File: src/sv/gdad_pkg.sv
package gdad_pkg;

  // field widths
  localparam int unsigned INCREMENT_WIDTH = 16;
  localparam int unsigned YEAR_W  = 14;
  localparam int unsigned MONTH_W = 4;
  localparam int unsigned DAY_W   = 5;
  localparam int unsigned INC_W   = 16;

  // internal year can run past the 14-bit field before saturation
  localparam int unsigned YEAR_IW = YEAR_W + 1;
  // remaining day count holds day + increment
  localparam int unsigned REM_W   = INCREMENT_WIDTH + 1;

  // stream bus widths, padded to whole bytes
  localparam int unsigned S_FIELDS_W = YEAR_W + MONTH_W + DAY_W + INC_W;
  localparam int unsigned S_TDATA_W  = ((S_FIELDS_W + 7) / 8) * 8;
  localparam int unsigned M_FIELDS_W = YEAR_W + MONTH_W + DAY_W + 1;
  localparam int unsigned M_TDATA_W  = ((M_FIELDS_W + 7) / 8) * 8;

  // calendar constants
  localparam logic [YEAR_W-1:0]  YEAR_MAX     = YEAR_W'(9999);
  localparam logic [8:0]         CYCLE_400    = 9'd400;
  localparam logic [6:0]         CYCLE_100    = 7'd100;
  localparam logic [MONTH_W-1:0] MONTH_JAN    = MONTH_W'(1);
  localparam logic [MONTH_W-1:0] MONTH_FEB    = MONTH_W'(2);
  localparam logic [MONTH_W-1:0] MONTH_APR    = MONTH_W'(4);
  localparam logic [MONTH_W-1:0] MONTH_JUN    = MONTH_W'(6);
  localparam logic [MONTH_W-1:0] MONTH_SEP    = MONTH_W'(9);
  localparam logic [MONTH_W-1:0] MONTH_NOV    = MONTH_W'(11);
  localparam logic [MONTH_W-1:0] MONTH_DEC    = MONTH_W'(12);
  localparam logic [DAY_W-1:0]   DAYS_LEAP    = DAY_W'(29);
  localparam logic [DAY_W-1:0]   DAYS_COMMON  = DAY_W'(28);
  localparam logic [DAY_W-1:0]   DAYS_SHORT   = DAY_W'(30);
  localparam logic [DAY_W-1:0]   DAYS_LONG    = DAY_W'(31);

  // days in a month, month already clamped to 1..12
  function automatic logic [DAY_W-1:0] month_len(input logic [MONTH_W-1:0] month,
                                                 input logic leap);
    logic [DAY_W-1:0] len;
    case (month)
      MONTH_FEB: len = leap ? DAYS_LEAP : DAYS_COMMON;
      MONTH_APR, MONTH_JUN, MONTH_SEP, MONTH_NOV: len = DAYS_SHORT;
      default: len = DAYS_LONG;
    endcase
    return len;
  endfunction

endpackage

File: src/sv/gregorian_date_add_days_unit.sv
// Gregorian date plus a day count.
// Input beats on s_axis carry a start date (year, month, day) and a day
// increment; each gives exactly one result beat on m_axis with the date
// that many days later and a flag set when the year passed 9999 and was
// clamped. The all-zero date passes through as all zeros.
// The year is first reduced modulo 400 and then 100 by repeated
// subtraction, then the day count is walked one month at a time until it
// fits the current month, and the result is loaded into the output register.
// The all-zero date skips the reduction and the walk. The largest increment
// walks about 2150 months, through one shared subtract and compare.
// s_axis_tready is high only while the sequencer is idle, so the next input
// beat can be taken the cycle after a result is loaded. The output register lets
// a new item be taken and worked on while the last result still waits. If
// the receiver stalls, the finished result is held until the output register
// frees up.
// Reset clears the sequencer and the output valid; no result is pending.
module gregorian_date_add_days_unit (
  input  logic                            clk_i,
  input  logic                            rst_ni,
  input  logic                            s_axis_tvalid,
  output logic                            s_axis_tready,
  // start_year, start_month, start_day, day_increment, zero pad
  input  logic [gdad_pkg::S_TDATA_W-1:0]  s_axis_tdata,
  output logic                            m_axis_tvalid,
  input  logic                            m_axis_tready,
  // result_year, result_month, result_day, year_overflow
  output logic [gdad_pkg::M_TDATA_W-1:0]  m_axis_tdata
);
  import gdad_pkg::*;

  typedef enum logic [2:0] {
    ST_IDLE,
    ST_MOD400,
    ST_MOD100,
    ST_WALK,
    ST_FINISH
  } state_e;

  state_e               state_q;
  logic [YEAR_IW-1:0]   year_q;
  logic [MONTH_W-1:0]   month_q;
  logic [DAY_W-1:0]     day_q;
  logic [REM_W-1:0]     rem_q;
  logic [YEAR_IW-1:0]   mod_q;
  logic [8:0]           r400_q;
  logic [6:0]           r100_q;
  logic                 out_valid_q;
  logic [YEAR_W-1:0]    out_year_q;
  logic [MONTH_W-1:0]   out_month_q;
  logic [DAY_W-1:0]     out_day_q;
  logic                 out_ovf_q;

  // input field split
  logic [YEAR_W-1:0]    in_year;
  logic [MONTH_W-1:0]   in_month;
  logic [DAY_W-1:0]     in_day;
  logic [INC_W-1:0]     in_inc;
  logic [MONTH_W-1:0]   in_month_clamped;
  logic                 in_null;
  logic                 s_fire;

  assign in_year  = s_axis_tdata[YEAR_W-1:0];
  assign in_month = s_axis_tdata[YEAR_W +: MONTH_W];
  assign in_day   = s_axis_tdata[YEAR_W+MONTH_W +: DAY_W];
  assign in_inc   = s_axis_tdata[YEAR_W+MONTH_W+DAY_W +: INC_W];
  assign in_null  = (in_year == '0) && (in_month == '0) && (in_day == '0);
  assign s_fire   = s_axis_tvalid && s_axis_tready;

  always_comb begin
    in_month_clamped = in_month;
    if (in_month == '0) begin
      in_month_clamped = MONTH_JAN;
    end else if (in_month > MONTH_DEC) begin
      in_month_clamped = MONTH_DEC;
    end
  end

  // shared reduction subtractor, divisor picked by state
  logic [YEAR_IW-1:0]   mod_div;
  logic                 mod_ge;
  logic [YEAR_IW-1:0]   mod_diff;

  assign mod_div  = (state_q == ST_MOD400) ? YEAR_IW'(CYCLE_400) : YEAR_IW'(CYCLE_100);
  assign mod_ge   = (mod_q >= mod_div);
  assign mod_diff = mod_q - mod_div;

  // month length and the shared walk compare and subtract
  logic                 leap;
  logic [DAY_W-1:0]     cur_len;
  logic                 rem_fits;
  logic [REM_W-1:0]     rem_next;

  assign leap     = ((year_q[1:0] == 2'b00) && (r100_q != '0)) || (r400_q == '0);
  assign cur_len  = month_len(month_q, leap);
  assign rem_fits = (rem_q <= REM_W'(cur_len));
  assign rem_next = rem_q - REM_W'(cur_len);

  // saturation at the output
  logic                 sat;
  assign sat = (year_q > YEAR_IW'(YEAR_MAX));

  // output register load when the finished result may move in
  logic                 out_load;
  assign out_load = (state_q == ST_FINISH) && (!out_valid_q || m_axis_tready);

  // sequencer, working registers and output register
  always_ff @(posedge clk_i or negedge rst_ni) begin
    if (!rst_ni) begin
      state_q     <= ST_IDLE;
      year_q      <= '0;
      month_q     <= '0;
      day_q       <= '0;
      rem_q       <= '0;
      mod_q       <= '0;
      r400_q      <= '0;
      r100_q      <= '0;
      out_valid_q <= 1'b0;
      out_year_q  <= '0;
      out_month_q <= '0;
      out_day_q   <= '0;
      out_ovf_q   <= 1'b0;
    end else begin
      // output valid set on load, cleared when the beat is taken
      if (out_load) begin
        out_valid_q <= 1'b1;
      end else if (m_axis_tready) begin
        out_valid_q <= 1'b0;
      end
      case (state_q)
        ST_IDLE: begin
          if (s_fire) begin
            year_q  <= YEAR_IW'(in_year);
            mod_q   <= YEAR_IW'(in_year);
            month_q <= in_null ? '0 : in_month_clamped;
            day_q   <= in_day;
            rem_q   <= REM_W'(in_day) + REM_W'(in_inc[INCREMENT_WIDTH-1:0]);
            if (in_null) begin
              state_q <= ST_FINISH;
            end else begin
              state_q <= ST_MOD400;
            end
          end
        end
        ST_MOD400: begin
          if (mod_ge) begin
            mod_q <= mod_diff;
          end else begin
            r400_q  <= mod_q[8:0];
            state_q <= ST_MOD100;
          end
        end
        ST_MOD100: begin
          if (mod_ge) begin
            mod_q <= mod_diff;
          end else begin
            r100_q  <= mod_q[6:0];
            state_q <= ST_WALK;
          end
        end
        ST_WALK: begin
          if (rem_fits) begin
            day_q   <= rem_q[DAY_W-1:0];
            state_q <= ST_FINISH;
          end else begin
            rem_q <= rem_next;
            // step to the next month, rolling the year residues on new year
            if (month_q == MONTH_DEC) begin
              month_q <= MONTH_JAN;
              year_q  <= year_q + YEAR_IW'(1);
              r400_q  <= (r400_q == CYCLE_400 - 9'd1) ? '0 : r400_q + 9'd1;
              r100_q  <= (r100_q == CYCLE_100 - 7'd1) ? '0 : r100_q + 7'd1;
            end else begin
              month_q <= month_q + MONTH_W'(1);
            end
          end
        end
        ST_FINISH: begin
          if (out_load) begin
            out_year_q  <= sat ? YEAR_MAX : year_q[YEAR_W-1:0];
            out_month_q <= month_q;
            out_day_q   <= day_q;
            out_ovf_q   <= sat;
            state_q     <= ST_IDLE;
          end
        end
        default: begin
          state_q <= ST_IDLE;
        end
      endcase
    end
  end

  assign s_axis_tready = (state_q == ST_IDLE);
  assign m_axis_tvalid = out_valid_q;
  assign m_axis_tdata  = M_TDATA_W'({out_ovf_q, out_day_q, out_month_q, out_year_q});

  // year residues stay in range while walking
  assert property (@(posedge clk_i) disable iff (!rst_ni)
    (state_q == ST_WALK) |-> (r400_q < CYCLE_400) && (r100_q < CYCLE_100))
    else $error("year residue out of range");

  // residues agree with each other
  assert property (@(posedge clk_i) disable iff (!rst_ni)
    (state_q == ST_WALK) |-> ((r400_q == '0) ? (r100_q == '0) : 1'b1))
    else $error("year residues disagree");

  // overflow only with a clamped year
  assert property (@(posedge clk_i) disable iff (!rst_ni)
    out_valid_q && out_ovf_q |-> (out_year_q == YEAR_MAX))
    else $error("overflow without saturated year");

  // a zero month only for the null date
  assert property (@(posedge clk_i) disable iff (!rst_ni)
    out_valid_q && (out_month_q == '0) |->
      (out_year_q == '0) && (out_day_q == '0) && !out_ovf_q)
    else $error("zero month on a non-null result");

  // a walked result never lands past december
  assert property (@(posedge clk_i) disable iff (!rst_ni)
    out_valid_q |-> (out_month_q <= MONTH_DEC))
    else $error("result month out of range");

endmodule

File: config.mk
export PLATFORM = sky130hd
export DESIGN_NAME = gregorian_date_add_days_unit
export DESIGN_NICKNAME = d
export VERILOG_FILES = /design/src/sv/gdad_pkg.sv /design/src/sv/gregorian_date_add_days_unit.sv
export SDC_FILE = /design/constraint.sdc
export NUM_CORES = 1
export LEC_CHECK = 0
export ABC_AREA = 1
export BUFFER_PORTS_ARGS = -buffer_cell sky130_fd_sc_hd__buf_2
export CORE_UTILIZATION = 55
export CTS_BUF_LIST = sky130_fd_sc_hd__clkbuf_16
export DETAILED_ROUTE_END_ITERATION = 16
export PLACE_DENSITY = 0.78
export SKIP_LAST_GASP = 1
export SLEW_MARGIN = 20
export SYNTH_ARGS = -nofsm -noshare
export SYNTH_HDL_FRONTEND = slang
export SYNTH_SLANG_ARGS = --single-unit
File: constraint.sdc
create_clock -name clk_i -period 2.3 [get_ports clk_i]
set_input_delay 0.345 -clock clk_i [delete_from_list [all_inputs] [get_ports clk_i]]
set_output_delay 0.345 -clock clk_i [all_outputs]
set_load 0.02 [all_outputs]
Word level (Yosys, flattened, before mapping) --
Index checks and enable logic that the tools add are counted.
Word-level totals: register bits 100, input bits 44, output and inout bits 26, logic and storage cells 116
Operators by class: add/sub/neg operators 7, $lt $le $gt $ge 4, equal/unequal tests 20, muxes and demuxes 42, reduce and logical (&&, ||, !) cells 30
Operator list (number):
- 15-bit 2-to-1 mux | 4
- 15-bit case mux with 2 select lines | 2
- 9-bit 2-to-1 mux | 5
- 17-bit 2-to-1 mux | 2
- 17-bit case mux with 2 select lines | 1
- 7-bit 2-to-1 mux | 4
- 4-bit 2-to-1 mux | 6
- 3-bit 2-to-1 mux | 6
- 9-bit case mux with 2 select lines | 1
- 5-bit by 16-bit adder with 17-bit output | 1
- 17-bit by 5-bit <= comparator with 1-bit output | 1
- 17-bit by 5-bit subtractor with 17-bit output | 1
- 15-bit by 1-bit adder with 15-bit output (second input constant) | 1
- 15-bit by 9-bit >= comparator with 1-bit output | 1
- 15-bit by 14-bit greater-than comparator with 1-bit output (second input constant) | 1
- 3-bit case mux with 5 select lines | 1
- 15-bit by 9-bit subtractor with 15-bit output | 1
- 14-bit logical NOT | 1
- 14-bit 2-to-1 mux | 1
- 7-bit case mux with 2 select lines | 1
- 4-bit == test (second input constant) | 3
- 2-bit != test (second input constant) | 6
- 4-bit AND reduction | 3
- 5-bit 2-to-1 mux | 2
- 31 further kinds | 47

Depth between registers and ports, before layout --
depth after elaboration 8, depth in mapped cells 20, mapped depth without buffers 19

Worst setup path before layout --
Ideal clock, no wire load.
kind flip-flop to flip-flop, start register month_q[0], end register rem_q[12], library setup time 0.117 ns, arrival time 2.405 ns, required time 2.183 ns, path slack -0.221 ns, cell stages (with the launch flop) 18, path buffers 0, clock period less this slack 2.521 ns, path through dfrtp_1 > inv_1 > ha_1 > nor3b_1 > nand3_1 > nand3_1 > inv_1 > ha_1 > inv_1 > fa_1 > nand2_1 > nand2_1 > nor2_1 > or2_2 > nand2_1 > nand2_1 > nand2_1 > nand2_1
Between the ends: cells in the longest elaborated chain, start to end 6, elaborated cells between the ends (all ways) 13, those cells by class add/sub (1); order compare (1); eq/ne (6); mux (3); reduce/logical (2)
RTL lines:
- start, declared | line gregorian_date_add_days_unit.sv:41 | logic [MONTH_W-1:0] month_q;
- start signal, assigned | line gregorian_date_add_days_unit.sv:134 | month_q <= in_null ? '0 : in_month_clamped;
- start signal, assigned | line gregorian_date_add_days_unit.sv:173 | month_q <= month_q + MONTH_W'(1);
- 4-bit by 3-bit == test with 1-bit output or 4-bit == test (tied branches) | line gdad_pkg.sv:41 | case (month)
- 4-bit OR reduction | line gdad_pkg.sv:41
- 2-bit case mux with 2 select lines * | line gdad_pkg.sv:41
- 17-bit by 5-bit subtractor with 17-bit output or 17-bit by 5-bit <= comparator with 1-bit output (tied branches) | line gregorian_date_add_days_unit.sv:96, gregorian_date_add_days_unit.sv:95
- 17-bit 2-to-1 mux or 2-bit != test (tied branches)
- 17-bit case mux with 2 select lines or 3-bit AND reduction (tied branches)
- end signal, assigned | line gregorian_date_add_days_unit.sv:136 | rem_q <= REM_W'(in_day) + REM_W'(in_inc[INCREMENT_WIDTH-1:0]);
- end signal, assigned | line gregorian_date_add_days_unit.sv:165 | rem_q <= rem_next;
- end, declared | line gregorian_date_add_days_unit.sv:43 | logic [REM_W-1:0] rem_q;
Every way passes the cells marked *; elsewhere a longest branch is shown, timed or not. The select of a mux whose other input is x is not followed. A chain may end at the register's enable or synchronous reset.

Final worst setup path --
start register month_q[1], end register rem_q[6]
The elaborated chain is that of the path after synthesis.

==> results.toml <==
[place]
dp.final_hpwl_mm = 15.5
dp_cells = 1410
dpl_cell_area_um2 = 8350
detailedPlace.worstSlack_ps = -229
place.gp.congestion = 0.928
port_buffers = 68

[pwr]
power_switching_mw = 6.82
cellPowerDensity_nw_per_um2 = 1450
internal_power_mw = 6.76
ir_drop_uv = 736
p_leak_nw = 4.98
p_clk_share_pct = 10.6
pwr-share-comb_pct = 64.6
swShare_pct = 50.2
p_seq_share_pct = 24.9
power_mw = 13.6

[layout]
drive_gt1_share_pct = 22.5
final_area_um2 = 9340
fill_cells = 981
num_antenna_cells = 0
syn_to_final_growth_pct = 26.7
fin_nets = 1335
final_cells = 1442

[clocking]
cts_root_buf = "clkbuf_16"
insertion_delay_ps = 360
htreeDepth = 3
cts_buffers = 9
clk_pin_slew_ps = 70
clock_sinks = 100
cts_tree = "yes"
cts.path.max_buffers = 2

[timing]
fin_ws_ps = -124
clock.fmax_mhz = 413
finalSetupViolations = 57
slew_violations = 0
relSlewSlack_pct = 58.6
hold_viol_final = 9
timing.hold.ws_ps = -7.40
period_share_pct = 105
fin_skew_ps = 8.35
finalCriticalPeriod_ps = 2420
worst_slew_pin_slew_ps = 621
rsz0062_at_grt = "true"

[floorplanning]
initial_core_util_pct = 57.5
placementRows = 41
fp.dieH_um = 118
die_area_um2 = 13900
die_width_um = 118
io_pins = 70
core_um2 = 12800

[synthesis]
syn_inst = 1136
synth.top_cells.by_count = "433 x nand2_1, 129 x inv_1, 122 x nand3_1, 100 x dfrtp_1, 71 x nor2_1"
yosys.area.top_type = "dfrtp_1"
synth_most_common_cell = "nand2_1"
synth-edff-count = 0
netlist.area_leader.share_pct = 33.9
ys_warn_count = 0
yosysUniqueCellTypes = 42
synth_area_um2 = 7370
synth_nets = 1206
ys_ff_latch = 100
syn_avg_cell_area_um2 = 6.49
synth_area_leaders = "dfrtp_1 34%, nand2_1 22%, nand3_1 8.3%, inv_1 6.6%, o21ai_0 4.7%"
synthArstFlopShare_pct = 100
yosysSeqAreaShare_pct = 33.9
synth_ff_type = "dfrtp_1"

[route]
wl_mm = 22.6
viasPerCell = 5.67
drc = 0
drt_iter0_markers = 728
ant_nets = 0
dr.pass1.iters = 5
route.vias.total = 8182
wl_per_cell_um = 15.7

[global_route]
grt.overflow.total = 0
grt_pass1_vias = 7295
grt_max_degree = 60
gr-usage-met3_pct = 4.80
antenna_found_initial = 0
track_usage_pct = 31.8
top_usage_layer = "met2"
grt_pass1_wl_mm = 35.2
use_met2_pct = 52.7
met1_usage_pct = 40.8

[critical_path]
reg2reg_to = "rem_q[6]"
crit_family = "adder cells"
critPathMaxFanout = 4
cp_cell_sequence = "buf_6, ha_4, o211ai_1, nand3_2, inv_2, ha_4, inv_4, fa_2, a21oi_2, buf_4, xor2_2, nand2_1, nand2_1, nand2_1, nand2_1"
reg2regPathDepth = 15
required_ps = 2600
critical_path_arrival_ps = 2730
path_buf_inv = 4
cpPeakStageDelay_ps = 460
crit_path_top_delay_cell = "dfrtp_2"
rrSetupSlack_ps = -120
end_kind = "flop"
critical_path_class = "reg2reg"
crit_top_cell = "nand2_1"
startpoint = "month_q[1]"
r2r_start = "month_q[1]"
start_kind = "flop"

[status]
run_status = "finished, violations left"
violations = "negative hold slack, negative setup slack"

[run]
maxCapViolCount = 0

[min_path]
hold_class = "in2async"
cell usage in the layout, fill, tap and decap left out, types with 3 or more instances in the layout:
master and count:
inv_4 4, nand3_4 5, nor2_2 4, nand3_1 110
inv_2 9, ha_1 18, nor2_1 69, dfrtp_1 99
o211ai_1 4, ha_4 5, inv_1 123, o21ai_1 14
nand2_4 18, buf_12 6, nand2_8 3, xnor2_1 3
nand2_2 29, clkbuf_16 12, buf_6 7, and3_1 3
buf_4 66, xor2_1 10, a21oi_1 11, nand3b_1 4
o22ai_1 3, nand4_1 45, o21ai_2 11, o21ai_0 59
buf_2 67, or2_2 6, nand2_1 391, nand3_2 14
nor3_1 8
registers in the layout (all words and copies together) (netlist names):
register	count
day_q	5
out_ovf_q	1
rem_q	17
r100_q	7
m_axis_tvalid	1
month_q	4
state_q	3
out_month_q	4
mod_q	15
out_year_q	14
r400_q	9
year_q	15
out_day_q	5
power groups by stage:
| stage | Sequential (mW) | Clock [mW] | Combinational, mW |
|---|---|---|---|
| 5_1_grt | 3.47 | 1.50 | 9.67 |
| 2_1_floorplan | 3.41 | 0 | 4.77 |
| 3_3_place_gp | 3.27 | 0 | 7.08 |
| 4_1_cts | 3.29 | 1.44 | 7.72 |
| 6_report | 3.38 | 1.44 | 8.77 |
| 3_5_place_dp | 3.29 | 0 | 7.22 |
logic make-up after synthesis:
| family | share of synthesized area [%] |
|---|---|
| adder cells (fa/ha/maj) | 4.62 |
| XOR/XNOR | 1.78 |
| AO/OA/AOI/OAI | 7.84 |
| flip-flops | 33.9 |
| buffers and inverters | 9.47 |
| AND/OR/NAND/NOR | 42.2 |
| multiplexers | 0.136 |
cell type report:
cell class / instances / area, um^2 / share of cell area, %
Clock buffer: 9 / 225 / 2.41
Timing Repair Buffer: 151 / 1160 / 12.4
Inverter: 135 / 517 / 5.53
Sequential cell: 100 / 2500 / 26.8
Multi-Input combinational cell: 868 / 4670 / 50.0
Tap cell: 172 / 215 / 2.30
Clock inverter: 7 / 45.0 / 0.482
worst reg2reg max path: stages, from the launching register on:
cell and delay, ps:
dfrtp_2 460, buf_6 140, ha_4 150, o211ai_1 230, nand3_2 130, inv_2 90, ha_4 130, inv_4 40
fa_2 370, a21oi_2 150, buf_4 150, xor2_2 130, nand2_1 60, nand2_1 60, nand2_1 40, nand2_1 60
through the flow:
step,utilization (%),setup TNS [ps]
2_1_floorplan,-,-10.9
3_3_place_gp,65.1,-6040
3_5_place_dp,65.1,-10590
4_1_cts,69.6,-877
5_1_grt,72.8,-9830
6_report,72.8,-3300
worst max-delay path by stage:
stage,slack [ps],cells past startpoint,endpoint
floorplan,-10,17,rem_q[12]
global placement,-150,19,r100_q[5]
detailed placement,-230,19,r100_q[5]
CTS,-60,15,rem_q[6]
global route,-260,15,rem_q[6]
finish,-120,15,rem_q[6]
routing by layer:
layer  up-vias  part of all wire [%]
met4         0                   3.6
li1       3925                     -
met5         -                     0
met3        65                   7.9
met1      3805                    41
met2       387                    48
repair_timing:
action,4_1_cts,5_1_grt
setup buffers,7,4
pin swaps,22,29
gates cloned,3,4
resized for setup,50,85
hold buffers,0,0
setup endpoints to repair,57,73
(Power assumes the default switching activity.)
